===== src/rtl/core/grid_neighborhood_csr_generator_unit_macros.svh =====
// assertion helpers shared by the generator rtl
`ifndef GRID_NEIGHBORHOOD_CSR_GENERATOR_UNIT_MACROS_SVH
`define GRID_NEIGHBORHOOD_CSR_GENERATOR_UNIT_MACROS_SVH

// same-cycle implication, quiet while reset is held
`define GNCSR_ASSERT_IMPL(label, clk, rst_n, ante, cons, msg) \
  label: assert property (@(posedge clk) disable iff (!rst_n) (ante) |-> (cons)) \
    else $error(msg);

// next-cycle implication, quiet while reset is held
`define GNCSR_ASSERT_NEXT(label, clk, rst_n, ante, cons, msg) \
  label: assert property (@(posedge clk) disable iff (!rst_n) (ante) |=> (cons)) \
    else $error(msg);

`endif


===== src/rtl/core/gncsr_pkg.sv =====
`default_nettype none

package gncsr_pkg;

  // field and register widths
  localparam int IDX_W      = 16;
  localparam int OFF_W      = 22;
  localparam int SIDE_CFG_W = 9;
  localparam int RAD_CFG_W  = 2;
  localparam int CFG_IDX_W  = 1;
  localparam int CFG_DATA_W = 9;

  // register indexes
  localparam logic [CFG_IDX_W-1:0] REG_GRID_SIDE = 1'd0;
  localparam logic [CFG_IDX_W-1:0] REG_RADIUS    = 1'd1;

  // register reset values
  localparam logic [SIDE_CFG_W-1:0] SIDE_RESET   = 9'd16;
  localparam logic [RAD_CFG_W-1:0]  RADIUS_RESET = 2'd1;

  // sequencer step addresses
  localparam int PC_W = 3;
  localparam logic [PC_W-1:0] STEP_ACCEPT = 3'd0;
  localparam logic [PC_W-1:0] STEP_SQUARE = 3'd1;
  localparam logic [PC_W-1:0] STEP_CHECK  = 3'd2;
  localparam logic [PC_W-1:0] STEP_DIV    = 3'd3;
  localparam logic [PC_W-1:0] STEP_BOUNDS = 3'd4;
  localparam logic [PC_W-1:0] STEP_BASE   = 3'd5;
  localparam logic [PC_W-1:0] STEP_SCAN   = 3'd6;
  localparam logic [PC_W-1:0] STEP_DONE   = 3'd7;

  // datapath actions
  localparam int ACT_W = 3;
  localparam logic [ACT_W-1:0] ACT_ACCEPT = 3'd0;
  localparam logic [ACT_W-1:0] ACT_SQUARE = 3'd1;
  localparam logic [ACT_W-1:0] ACT_CHECK  = 3'd2;
  localparam logic [ACT_W-1:0] ACT_DIV    = 3'd3;
  localparam logic [ACT_W-1:0] ACT_BOUNDS = 3'd4;
  localparam logic [ACT_W-1:0] ACT_BASE   = 3'd5;
  localparam logic [ACT_W-1:0] ACT_SCAN   = 3'd6;
  localparam logic [ACT_W-1:0] ACT_NOP    = 3'd7;

  // jump conditions
  localparam int COND_W = 2;
  localparam logic [COND_W-1:0] COND_NONE   = 2'd0;
  localparam logic [COND_W-1:0] COND_ALWAYS = 2'd1;
  localparam logic [COND_W-1:0] COND_BAD    = 2'd2;
  localparam logic [COND_W-1:0] COND_MORE   = 2'd3;

  typedef struct packed {
    logic [ACT_W-1:0]  act;
    logic [COND_W-1:0] cond;
    logic [PC_W-1:0]   target;
  } uop_t;

  // control store
  function automatic uop_t ucode(input logic [PC_W-1:0] pc);
    uop_t u;
    case (pc)
      STEP_ACCEPT: u = '{act: ACT_ACCEPT, cond: COND_NONE,   target: STEP_ACCEPT};
      STEP_SQUARE: u = '{act: ACT_SQUARE, cond: COND_NONE,   target: STEP_ACCEPT};
      STEP_CHECK:  u = '{act: ACT_CHECK,  cond: COND_BAD,    target: STEP_ACCEPT};
      STEP_DIV:    u = '{act: ACT_DIV,    cond: COND_MORE,   target: STEP_DIV};
      STEP_BOUNDS: u = '{act: ACT_BOUNDS, cond: COND_NONE,   target: STEP_ACCEPT};
      STEP_BASE:   u = '{act: ACT_BASE,   cond: COND_NONE,   target: STEP_ACCEPT};
      STEP_SCAN:   u = '{act: ACT_SCAN,   cond: COND_MORE,   target: STEP_SCAN};
      default:     u = '{act: ACT_NOP,    cond: COND_ALWAYS, target: STEP_ACCEPT};
    endcase
    return u;
  endfunction

endpackage

`default_nettype wire


===== src/rtl/core/gncsr_in_if.sv =====
`default_nettype none

interface gncsr_in_if;
  import gncsr_pkg::*;

  logic             valid;
  logic             ready;
  logic [IDX_W-1:0] cell_index;

  modport source (output valid, output cell_index, input ready);
  modport sink   (input valid, input cell_index, output ready);
endinterface

`default_nettype wire


===== src/rtl/core/gncsr_out_if.sv =====
`default_nettype none

interface gncsr_out_if;
  import gncsr_pkg::*;

  logic             valid;
  logic             ready;
  logic [OFF_W-1:0] cell_offset;
  logic [IDX_W-1:0] neighbor_index;
  logic             neighbor_valid;
  logic             index_error;
  logic             last;

  modport source (output valid, output cell_offset, output neighbor_index,
                  output neighbor_valid, output index_error, output last,
                  input ready);
  modport sink   (input valid, input cell_offset, input neighbor_index,
                  input neighbor_valid, input index_error, input last,
                  output ready);
endinterface

`default_nettype wire


===== src/rtl/core/grid_neighborhood_csr_generator_unit.sv =====
// Moore neighborhood generator in CSR form.
// in_ch carries one cell index per word; out_ch returns one word per neighbor,
// row-major, each tagged with the cell's CSR offset, with last on the final one.
// An out-of-range index or an empty neighborhood gives a single word with
// neighbor_valid low. A zero index restarts the running offset.
// Configuration (grid_side, radius) goes in through cfg_we/cfg_index/cfg_wdata;
// the user must write it only while the block is idle, as the block itself does
// not enforce this. Both saturate at MAX_SIDE and MAX_RADIUS. A small microcoded
// sequencer runs each cell: accept, square, range check, a 16-step restoring
// divider for row and column, window setup, then one window position per cycle
// unless the receiver stalls. in_ch.ready is high only in the accept step, out
// of reset. A stalled receiver holds the output register and the scan waits on
// it; no word is dropped. Synchronous reset clears the sequencer, the running
// count and the output valid, and loads grid_side 16 and radius 1.
`default_nettype none
`include "grid_neighborhood_csr_generator_unit_macros.svh"

module grid_neighborhood_csr_generator_unit #(
  parameter int MAX_SIDE   = 256,
  parameter int MAX_RADIUS = 3
) (
  input  logic                              clk,
  input  logic                              rst_n,
  gncsr_in_if.sink                          in_ch,
  gncsr_out_if.source                       out_ch,
  input  logic                              cfg_we,
  input  logic [gncsr_pkg::CFG_IDX_W-1:0]   cfg_index,
  input  logic [gncsr_pkg::CFG_DATA_W-1:0]  cfg_wdata
);
  import gncsr_pkg::*;

  localparam int SAT_SIDE = (MAX_SIDE < 511) ? MAX_SIDE : 511;
  localparam int CW       = $clog2(SAT_SIDE + 1);
  localparam int RW       = $clog2(MAX_RADIUS + 1);
  localparam int NW       = 2 * CW;
  localparam int CMPW     = (NW > IDX_W) ? NW : IDX_W;
  localparam int DCNT_W   = $clog2(IDX_W);
  localparam logic [CW-1:0]     SAT_SIDE_V = CW'(SAT_SIDE);
  localparam logic [RW-1:0]     MAX_RAD_V  = RW'(MAX_RADIUS);
  localparam logic [DCNT_W-1:0] DCNT_LAST  = DCNT_W'(IDX_W - 1);

  // low window edge clipped at zero
  function automatic logic [CW-1:0] clip_lo(input logic [CW-1:0] c,
                                            input logic [RW-1:0] r);
    logic [CW:0] cw;
    logic [CW:0] rw;
    logic [CW:0] d;
    cw = {1'b0, c};
    rw = (CW + 1)'(r);
    d  = cw - rw;
    return (cw >= rw) ? d[CW-1:0] : '0;
  endfunction

  // high window edge (inclusive) clipped at side - 1
  function automatic logic [CW-1:0] clip_hi(input logic [CW-1:0] c,
                                            input logic [RW-1:0] r,
                                            input logic [CW-1:0] s);
    logic [CW:0] h;
    logic [CW:0] sm1;
    h   = {1'b0, c} + (CW + 1)'(r);
    sm1 = {1'b0, s} - (CW + 1)'(1);
    return (h < sm1) ? h[CW-1:0] : sm1[CW-1:0];
  endfunction

  // configuration and control state
  logic [SIDE_CFG_W-1:0] grid_side_r;
  logic [RAD_CFG_W-1:0]  radius_r;
  logic [PC_W-1:0]       pc_r, pc_nxt;
  logic [OFF_W-1:0]      count_r, count_nxt;
  logic                  out_valid_r, out_valid_nxt;

  // datapath registers
  logic [IDX_W-1:0]  idx_r;
  logic [CW-1:0]     side_r;
  logic [RW-1:0]     rad_r;
  logic [OFF_W-1:0]  off_r;
  logic [NW-1:0]     prod_r;
  logic [CW-1:0]     rem_r;
  logic [IDX_W-1:0]  quo_r;
  logic [DCNT_W-1:0] dcnt_r;
  logic [CW-1:0]     x_r, x0_r, x1m_r, y_r, y1m_r;
  logic              self_final_r;
  logic [NW-1:0]     base_r;
  logic [OFF_W-1:0]  o_off_r;
  logic [IDX_W-1:0]  o_nb_r;
  logic              o_nbv_r, o_err_r, o_last_r;

  uop_t          uop;
  logic          in_acc, out_free;
  logic [CW-1:0] side_sat;
  logic [RW-1:0] rad_sat;
  logic          bad_range, empty_list, bad;
  logic [CW:0]   rem_sh;
  logic          div_ge;
  logic [CW:0]   rem_sub;
  logic [CW-1:0] col, row, x0, y0, x1m, y1m;
  logic [NW-1:0] nb;
  logic          is_self, row_end, at_final, pre_final, emit_last;
  logic          more, done, take;
  logic          emit_chk, emit_scan;

  assign uop      = ucode(pc_r);
  assign in_acc   = in_ch.valid && in_ch.ready;
  assign out_free = !out_valid_r || out_ch.ready;

  assign in_ch.ready           = (uop.act == ACT_ACCEPT) && rst_n;
  assign out_ch.valid          = out_valid_r;
  assign out_ch.cell_offset    = o_off_r;
  assign out_ch.neighbor_index = o_nb_r;
  assign out_ch.neighbor_valid = o_nbv_r;
  assign out_ch.index_error    = o_err_r;
  assign out_ch.last           = o_last_r;

  // saturated configuration
  assign side_sat = (int'(grid_side_r) > SAT_SIDE) ? SAT_SIDE_V : grid_side_r[CW-1:0];
  assign rad_sat  = (int'(radius_r) > MAX_RADIUS) ? MAX_RAD_V : radius_r[RW-1:0];

  // range and empty checks
  assign bad_range  = (side_r == '0) || (CMPW'(idx_r) >= CMPW'(prod_r));
  assign empty_list = (rad_r == '0) || (side_r == CW'(1));
  assign bad        = bad_range || empty_list;

  // restoring divider step
  assign rem_sh  = {rem_r, quo_r[IDX_W-1]};
  assign div_ge  = rem_sh >= {1'b0, side_r};
  assign rem_sub = div_ge ? (rem_sh - {1'b0, side_r}) : rem_sh;

  // window bounds
  assign col = rem_r;
  assign row = quo_r[CW-1:0];
  assign x0  = clip_lo(col, rad_r);
  assign y0  = clip_lo(row, rad_r);
  assign x1m = clip_hi(col, rad_r, side_r);
  assign y1m = clip_hi(row, rad_r, side_r);

  // scan position
  assign nb        = base_r + NW'(x_r);
  assign is_self   = CMPW'(nb) == CMPW'(idx_r);
  assign row_end   = (x_r == x1m_r);
  assign at_final  = row_end && (y_r == y1m_r);
  assign pre_final = (y_r == y1m_r) && (x_r == (x1m_r - CW'(1)));
  assign emit_last = at_final || (self_final_r && pre_final);

  // step completion and jumps
  always_comb begin
    case (uop.act)
      ACT_ACCEPT: done = in_ch.valid;
      ACT_CHECK:  done = !bad || out_free;
      ACT_SCAN:   done = is_self || out_free;
      default:    done = 1'b1;
    endcase
    more = (uop.act == ACT_DIV) ? (dcnt_r != DCNT_LAST) : !at_final;
    take = done && ((uop.cond == COND_ALWAYS) ||
                    ((uop.cond == COND_BAD) && bad) ||
                    ((uop.cond == COND_MORE) && more));
    if (!done) begin
      pc_nxt = pc_r;
    end else if (take) begin
      pc_nxt = uop.target;
    end else begin
      pc_nxt = pc_r + PC_W'(1);
    end
  end

  // result emission and running count
  assign emit_chk  = (uop.act == ACT_CHECK) && bad && out_free;
  assign emit_scan = (uop.act == ACT_SCAN) && !is_self && out_free;

  always_comb begin
    if (emit_chk || emit_scan) begin
      out_valid_nxt = 1'b1;
    end else if (out_ch.ready) begin
      out_valid_nxt = 1'b0;
    end else begin
      out_valid_nxt = out_valid_r;
    end
    if (in_acc && (in_ch.cell_index == '0)) begin
      count_nxt = '0;
    end else if (emit_scan) begin
      count_nxt = count_r + OFF_W'(1);
    end else begin
      count_nxt = count_r;
    end
  end

  // control registers
  always_ff @(posedge clk) begin
    if (!rst_n) begin
      grid_side_r <= SIDE_RESET;
      radius_r    <= RADIUS_RESET;
      pc_r        <= STEP_ACCEPT;
      count_r     <= '0;
      out_valid_r <= 1'b0;
    end else begin
      pc_r        <= pc_nxt;
      count_r     <= count_nxt;
      out_valid_r <= out_valid_nxt;
      if (cfg_we) begin
        case (cfg_index)
          REG_GRID_SIDE: grid_side_r <= cfg_wdata;
          REG_RADIUS:    radius_r    <= cfg_wdata[RAD_CFG_W-1:0];
          default:       ;
        endcase
      end
    end
  end

  // datapath driven by the current control word
  always_ff @(posedge clk) begin
    case (uop.act)
      ACT_ACCEPT: begin
        if (in_ch.valid) begin
          idx_r  <= in_ch.cell_index;
          side_r <= side_sat;
          rad_r  <= rad_sat;
          off_r  <= (in_ch.cell_index == '0) ? '0 : count_r;
        end
      end
      ACT_SQUARE: begin
        prod_r <= NW'(side_r) * NW'(side_r);
        rem_r  <= '0;
        quo_r  <= idx_r;
        dcnt_r <= '0;
      end
      ACT_DIV: begin
        rem_r  <= rem_sub[CW-1:0];
        quo_r  <= {quo_r[IDX_W-2:0], div_ge};
        dcnt_r <= dcnt_r + DCNT_W'(1);
      end
      ACT_BOUNDS: begin
        x0_r         <= x0;
        x1m_r        <= x1m;
        y1m_r        <= y1m;
        x_r          <= x0;
        y_r          <= y0;
        self_final_r <= (x1m == col) && (y1m == row);
      end
      ACT_BASE: begin
        base_r <= NW'(y_r) * NW'(side_r);
      end
      ACT_SCAN: begin
        if (done) begin
          if (row_end) begin
            x_r    <= x0_r;
            y_r    <= y_r + CW'(1);
            base_r <= base_r + NW'(side_r);
          end else begin
            x_r <= x_r + CW'(1);
          end
        end
      end
      default: ;
    endcase

    // output register
    if (emit_chk) begin
      o_off_r  <= off_r;
      o_nb_r   <= '0;
      o_nbv_r  <= 1'b0;
      o_err_r  <= bad_range;
      o_last_r <= 1'b1;
    end else if (emit_scan) begin
      o_off_r  <= off_r;
      o_nb_r   <= nb[IDX_W-1:0];
      o_nbv_r  <= 1'b1;
      o_err_r  <= 1'b0;
      o_last_r <= emit_last;
    end
  end

  // checks
  `GNCSR_ASSERT_IMPL(a_rem_below_side, clk, rst_n, pc_r == STEP_DIV, rem_r < side_r, "divider remainder not below side")
  `GNCSR_ASSERT_IMPL(a_scan_in_window, clk, rst_n, pc_r == STEP_SCAN, (x_r <= x1m_r) && (y_r <= y1m_r), "scan position outside window")
  `GNCSR_ASSERT_NEXT(a_count_quiet, clk, rst_n, (pc_r != STEP_SCAN) && !in_acc, $stable(count_r), "running count moved outside scan")
  `GNCSR_ASSERT_IMPL(a_err_word_form, clk, rst_n, out_valid_r && o_err_r, !o_nbv_r && o_last_r, "error word carries a neighbor")

endmodule

`default_nettype wire

===== src/flat_wrapper.sv =====
// flat-port wrapper written by rule: the top's interface ports become plain ports
module grid_neighborhood_csr_generator_unit_flat import gncsr_pkg::*;
#(
  parameter int MAX_SIDE   = 256,
  parameter int MAX_RADIUS = 3
)
  (clk, rst_n, cfg_we, cfg_index, cfg_wdata, in_ch_valid, in_ch_cell_index, in_ch_ready, out_ch_valid, out_ch_cell_offset, out_ch_neighbor_index, out_ch_neighbor_valid, out_ch_index_error, out_ch_last, out_ch_ready);
  gncsr_in_if in_ch_i ();
  gncsr_out_if out_ch_i ();
  input  logic clk;
  input  logic rst_n;
  input  logic cfg_we;
  input  logic [gncsr_pkg::CFG_IDX_W-1:0] cfg_index;
  input  logic [gncsr_pkg::CFG_DATA_W-1:0] cfg_wdata;
  input wire logic [$bits(in_ch_i.valid)-1:0] in_ch_valid;
  input wire logic [$bits(in_ch_i.cell_index)-1:0] in_ch_cell_index;
  output wire logic [$bits(in_ch_i.ready)-1:0] in_ch_ready;
  output wire logic [$bits(out_ch_i.valid)-1:0] out_ch_valid;
  output wire logic [$bits(out_ch_i.cell_offset)-1:0] out_ch_cell_offset;
  output wire logic [$bits(out_ch_i.neighbor_index)-1:0] out_ch_neighbor_index;
  output wire logic [$bits(out_ch_i.neighbor_valid)-1:0] out_ch_neighbor_valid;
  output wire logic [$bits(out_ch_i.index_error)-1:0] out_ch_index_error;
  output wire logic [$bits(out_ch_i.last)-1:0] out_ch_last;
  input wire logic [$bits(out_ch_i.ready)-1:0] out_ch_ready;
  assign in_ch_i.valid = in_ch_valid;
  assign in_ch_i.cell_index = in_ch_cell_index;
  assign in_ch_ready = in_ch_i.ready;
  assign out_ch_valid = out_ch_i.valid;
  assign out_ch_cell_offset = out_ch_i.cell_offset;
  assign out_ch_neighbor_index = out_ch_i.neighbor_index;
  assign out_ch_neighbor_valid = out_ch_i.neighbor_valid;
  assign out_ch_index_error = out_ch_i.index_error;
  assign out_ch_last = out_ch_i.last;
  assign out_ch_i.ready = out_ch_ready;
  grid_neighborhood_csr_generator_unit #(.MAX_SIDE(MAX_SIDE), .MAX_RADIUS(MAX_RADIUS)) u_core (.clk(clk), .rst_n(rst_n), .in_ch(in_ch_i), .out_ch(out_ch_i), .cfg_we(cfg_we), .cfg_index(cfg_index), .cfg_wdata(cfg_wdata));
endmodule

===== config.mk =====
export PLATFORM = sky130hd
export DESIGN_NAME = grid_neighborhood_csr_generator_unit_flat
export DESIGN_NICKNAME = d
export VERILOG_FILES = /design/src/rtl/core/gncsr_pkg.sv /design/src/rtl/core/gncsr_in_if.sv /design/src/rtl/core/gncsr_out_if.sv /design/src/rtl/core/grid_neighborhood_csr_generator_unit.sv /design/src/flat_wrapper.sv
export VERILOG_INCLUDE_DIRS = /design/src /design/src/rtl/core
export SDC_FILE = /design/constraint.sdc
export NUM_CORES = 1
export LEC_CHECK = 0
export ABC_AREA = 1
export BUFFER_PORTS_ARGS = -buffer_cell sky130_fd_sc_hd__buf_2
export CAP_MARGIN = 20
export CORE_ASPECT_RATIO = 1.4
export CORE_MARGIN = 2
export CORE_UTILIZATION = 55
export DETAILED_ROUTE_END_ITERATION = 16
export GPL_TIMING_DRIVEN = 0
export PLACE_DENSITY = 0.77
export SYNTH_ARGS = -nofsm -noshare
export SYNTH_HDL_FRONTEND = slang
export SYNTH_SLANG_ARGS = --single-unit

===== constraint.sdc =====
create_clock -name clk -period 5.83 [get_ports clk]
set_input_delay 0.2915 -clock clk [delete_from_list [all_inputs] [get_ports clk]]
set_output_delay 0.2915 -clock clk [all_outputs]
set_load 0.1 [all_outputs]

# Word-level counts from Yosys, hierarchy flattened
# Cells that the tools add are included.
totals:
  register_bits: 238
  input_bits: 31
  word_cells: 147
  out_inout_bits: 43
classes:
  order_cmp: 7
  addsub: 14
  n_reduce_logical: 45
  bitwise: 2
  eq_ne: 25
  n_mul: 2
  muxes: 27
op_table:
  columns: ["op", "n"]
  rows:
  - ["9-bit 2-to-1 mux", 9]
  - ["8-bit one-hot mux with 7 select lines", 1]
  - ["9-bit one-hot mux with 2 select lines", 3]
  - ["9-bit == test", 5]
  - ["22-bit 2-to-1 mux", 2]
  - ["18-bit by 9-bit adder with 18-bit output", 2]
  - ["9-bit by 9-bit multiplier with 18-bit output", 2]
  - ["18-bit 2-to-1 mux", 2]
  - ["18-bit one-hot mux with 2 select lines", 1]
  - ["16-bit one-hot mux with 2 select lines", 1]
  - ["22-bit by 1-bit adder with 22-bit output, second input constant", 1]
  - ["9-bit by 2-bit adder with 10-bit output", 2]
  - ["10-bit < comparator", 2]
  - ["9-bit by 1-bit adder with 9-bit output, second input constant", 2]
  - ["18-bit by 16-bit == test with 1-bit output", 1]
  - ["3-bit == test, second input constant", 6]
  - ["16-bit by 18-bit greater-or-equal comparator with 1-bit output", 1]
  - ["9-bit by 2-bit greater-or-equal comparator with 1-bit output", 2]
  - ["9-bit by 2-bit subtractor with 9-bit output", 2]
  - ["16-bit logical NOT", 1]
  - ["1-bit logical AND", 14]
  - ["3-bit by 2-bit == test with 1-bit output, second input constant", 4]
  - ["10-bit by 9-bit greater-or-equal comparator with 1-bit output", 1]
  - ["1-bit logical OR", 10]
  - ["25 further kinds", 45]

# Longest topological paths before layout
logic_depth:
  word_depth: 8
  ltp_mapped: 25
  depth_no_buf: 24

# Least setup slack after synthesis
# Ideal clock, no wire load.
synth_path:
  path_type: "reg-to-reg"
  start: "reg u_core.side_r[5]"
  end: "reg u_core.prod_r[16] (data pin)"
  stages_incl_launch_ff: 21
  setup_ns: 0.262
  t_arrival_ns: 4.632
  slack_ns: 0.936
  t_required_ns: 5.568
  n_path_buf: 2
  cell_sequence: "edfxtp_1 clkbuf_1 clkbuf_1 nand2_1 inv_1 fa_1 inv_1 fa_1 inv_1 ha_1 inv_1 fa_1 fa_1 o21ai_0 a21oi_1 o21bai_1 a21boi_0 o21ai_0 a21oi_1 o21bai_1 xor2_1"
synth_via:
  elab_chain_cells: 1
synth_lines:
  columns: ["element", "line_no", "text"]
  rows:
  - ["start: declaration", "grid_neighborhood_csr_generator_unit.sv:74", "logic [CW-1:0] side_r;"]
  - ["start signal: assignment", "grid_neighborhood_csr_generator_unit.sv:214", "side_r <= side_sat;"]
  - ["9-bit by 9-bit multiplier with 18-bit output", "grid_neighborhood_csr_generator_unit.sv:220", "prod_r <= NW'(side_r) * NW'(side_r);"]
  - ["end signal: assignment", "grid_neighborhood_csr_generator_unit.sv:220", null]
  - ["end: declaration", "grid_neighborhood_csr_generator_unit.sv:77", "logic [NW-1:0] prod_r;"]
# No other way between the ends.
# A chain may end at the register's enable or synchronous reset.

# Worst setup path in the final report
layout_path:
  start: "reg u_core.side_r[6]"
  end: "reg u_core.prod_r[16] (data pin)"
# The elaborated chain is that of the path after synthesis.

==> summary.md <==
| Metric | Value |
|---|---|
| Status | finished clean |
| I/O Pins | 74 |
| Most repeated library cell on the critical path | fa_1 |
| Die area | around 36,000 sq um |
| Total CTS buffers | 25 |
| Largest net degree at the start of global routing | 27 |
| Fin crit share | between 90% and 100% |
| Worst-Skew Late Latency | 560 ps |
| End point of the worst hold path | u_core.grid_side_r[3] |
| FILL cells | 2,999 |
| Synth Flop Type | edfxtp_1 |
| FFs w/ async S/R, synth | 0% |
| Top cells by area, synth | edfxtp_1 29%, nand2_1 10%, ha_1 10% |
| Kind of critical path | reg2reg |
| Initial Utilization | 55.7% |
| Synth Cell Area | approximately 19,000 sq um |
| Tmin final | approximately 5500 ps |
| Worst path slowest cell | edfxtp_1 |
| Share of layout cells above drive strength 1 | under 10% |
| Worst Hold Depth | 3 |
| CP max stage delay | approximately 640 ps |
| Post-synth top area cell | edfxtp_1 |
| Final wirelength | roughly 52 mm |
| Hold Startpoint | cfg_wdata[3] |
| Slew @ Worst Pin | 1020 ps |
| Post-synth top area share | 28.8% |
| Longest Clk Path Bufs | 3 |
| Worst Setup Start Kind | flip-flop |
| Register bit total from synthesis | 237 |
| DR iter-0 viols | 1,048 |
| Clk sinks | 237 |
| Worst slew margin | approximately a third |
| Port-buffer cells | 73 |
| FF-to-FF path depth | 19 |
| Final Wtd Congestion | 0.955 |
| Vias in the first global route | ~16,000 |
| CP Cell Sequence | clkbuf_2 -> nand2_1 -> fa_1 -> inv_1 -> fa_1 -> inv_1 -> fa_1 -> fa_1 -> inv_1 -> ha_1 -> a21oi_1 -> o21ai_1 -> a21oi_1 -> o21bai_1 -> a21boi_0 -> o21ai_1 -> a21oi_1 -> o21bai_1 -> xor2_2 |
| CTS tree | built |
| YS warnings | 0 |
| Die Height | around 220 microns |
| Final HPWL DP | 41.2 mm |
| Via density | about 5.5 |
| Max Cap Violations | 0 |
| All-layer global routing usage | about 29% |
| Mapped Cells | 2,328 |
| Fmax | 0.182 GHz |
| Flop-to-flop setup slack | 340 ps |
| 1st-pass router iterations | 6 |
| Htree depth | 1 |
| CORE AREA | 34,000 sq um |
| Worst hold path type | in2reg |
| Crit Path Max Fanout | 10 |
| Most common cell in the synthesized netlist | nand2_1 |
| Routed Antenna Nets | 0 |
| Initial antenna violation count | 0 |
| CP arrival | 5770 ps |
| Remaining Overflow, GRT | 0 |
| N_diodes | 0 |
| Reg2reg start | u_core.side_r[6] |
| Post-synthesis sequential area ratio | 34.7% |
| Area delta synth->final | 11.3% |
| Syn nets | 2,605 |
| Wire per inst | 17.6 microns |
| Mean Syn Cell Area | 8.14 sq um |
| Remaining DRCs | 0 |
| Via count | 16,100 |
| Reg-to-reg endpoint | u_core.prod_r[16] |
| Fin Setup TNS | 0 ps |
| Clock-pin slew on the worst setup and hold paths | 60 ps |
| Die width | around 160 microns |
| Commonest cells in the netlist | 520 x nand2_1, 442 x inv_1, 182 x edfxtp_1, 154 x ha_1, 151 x nor2_1 |
| RSZ-0062 raised after global routing | no |
| # rows | 80 |
| Final Hold Vio Count | 0 |
| CP required | ~6100 ps |
| Yosys cell types | between 50 and 60 |
| Nets | 2,733 |
| Number of flops mapped to enable cells by yosys | about 180 |
| First-pass GRT wire length | 82.3 mm |
| Final setup viols | 0 |
| Bufs and invs on worst path | 4 |
| Largest delay share family, worst path | adder cells |
| Max Slew Vio Count | 0 |
| Clock Skew | 23.2 ps |
| Root Driver | clkbuf_16 |
| Setup crit end kind | flip-flop |
[state kept, by name, indices dropped and copies added (netlist names), 3 cells and up]
| name | cells |
|---|---|
| u_core.base_r | 18 |
| u_core.col | 9 |
| u_core.count_r | 22 |
| u_core.dcnt_r | 4 |
| u_core.grid_side_r | 9 |
| u_core.idx_r | 16 |
| u_core.off_r | 22 |
| u_core.out_ch.cell_offset | 22 |
| u_core.out_ch.neighbor_index | 16 |
| u_core.pc_r | 3 |
| u_core.prod_r | 17 |
| u_core.quo_r | 16 |
| u_core.side_r | 9 |
| u_core.x0_r | 9 |
| u_core.x1m_r | 9 |
| u_core.x_r | 9 |
| u_core.y1m_r | 9 |
| u_core.y_r | 9 |
[placed cells by master (no fill, tap or decap), drive strengths merged, types with 3 or more instances in the layout]
cell and n:
a21o 5, a21oi 139, a22oi 3, a31oi 6
buf 102, clkbuf 73, clkinv 7, clkinvlp 6
dfxtp 55, dlygate4sd3 20, edfxtp 182, fa 92
ha 154, inv 457, nand2 520, nand3 109
nand3b 6, nand4 44, nor2 153, nor3 32
nor4 17, o2111ai 3, o211ai 6, o21a 7
o21ai 98, o21bai 7, o22ai 14, o31ai 3
o32ai 5, or2 5, xnor2 20, xor2 110
[how the worst max path moves through the flow]
stage	start	endpoint	slack [ps]	cells past startpoint
6_report	u_core.side_r[6]	u_core.prod_r[16]	340	19
3_5_place_dp	u_core.side_r[3]	u_core.prod_r[16]	-350	20
4_1_cts	u_core.side_r[5]	u_core.prod_r[16]	60	20
2_1_floorplan	u_core.side_r[5]	u_core.prod_r[16]	940	20
3_3_place_gp	u_core.side_r[3]	u_core.prod_r[16]	-170	20
5_1_grt	u_core.side_r[2]	u_core.base_r[17]	10	20
[kinds of logic (layout without fill, tap and decap cells)]
| group | Yosys count | after routing | share of synthesized area [%] |
|---|---|---|---|
| flip-flops | 237 | 237 | 34.7 |
| adder cells (fa/ha/maj) | 246 | 246 | 19.9 |
| AND/OR/NAND/NOR | 891 | 891 | 20.0 |
| buffers and inverters | 520 | 667 | 10.6 |
| AO/OA/AOI/OAI | 303 | 303 | 8.86 |
| XOR/XNOR | 130 | 130 | 6.01 |
| multiplexers | 1 | 1 | 0.0528 |
[worst min-delay path, stage by stage]
cell	delay, ps
buf_2	80
o21ai_0	70
a21oi_1	100
[stage by stage]
step	hold slack, ps	util, %	setup slack (ps)	cell area, sq um	cells
4_1_cts	29.8	61.8	59.5	21000	2922
3_5_place_dp	409	58.7	-353	20000	2856
3_3_place_gp	403	58.4	-171	19900	2852
5_1_grt	71.3	62.0	11.1	21100	2926
2_1_floorplan	390	-	936	18900	2328
6_report	27.4	62.0	340	21100	2926
[routing by layer]
metal | vias up | track usage, % | routed length [microns]
li1 | 7751 | - | -
met1 | 7623 | 32.9 | 19300
met2 | 553 | 52.5 | 26400
met3 | 168 | 2.80 | 2600
met4 | 0 | 17.9 | 3370
met5 | - | 0 | 0
[timing repair]
action / CTS / global route
setup buffers: 0 / 4
gates resized for setup: 6 / 18
hold buffers: 20 / 0
setup endpoints to repair: 4 / 6
endpoints found under the hold margin: 20 / 0
[final cells by class]
type	instances	area [sq um]	area share, %
sequential	237	6570	31.1
inverter	455	1710	8.10
multi-input combinational	1571	10400	49.3
clock buffer	29	671	3.18
timing repair buffer	102	684	3.25
buffer	64	305	1.45
clock inverter	17	183	0.866
tap	451	564	2.68
Power is left out: the tool's default activity adds up to more than one toggle a clock period on the data nets, which glitch-free logic cannot reach.
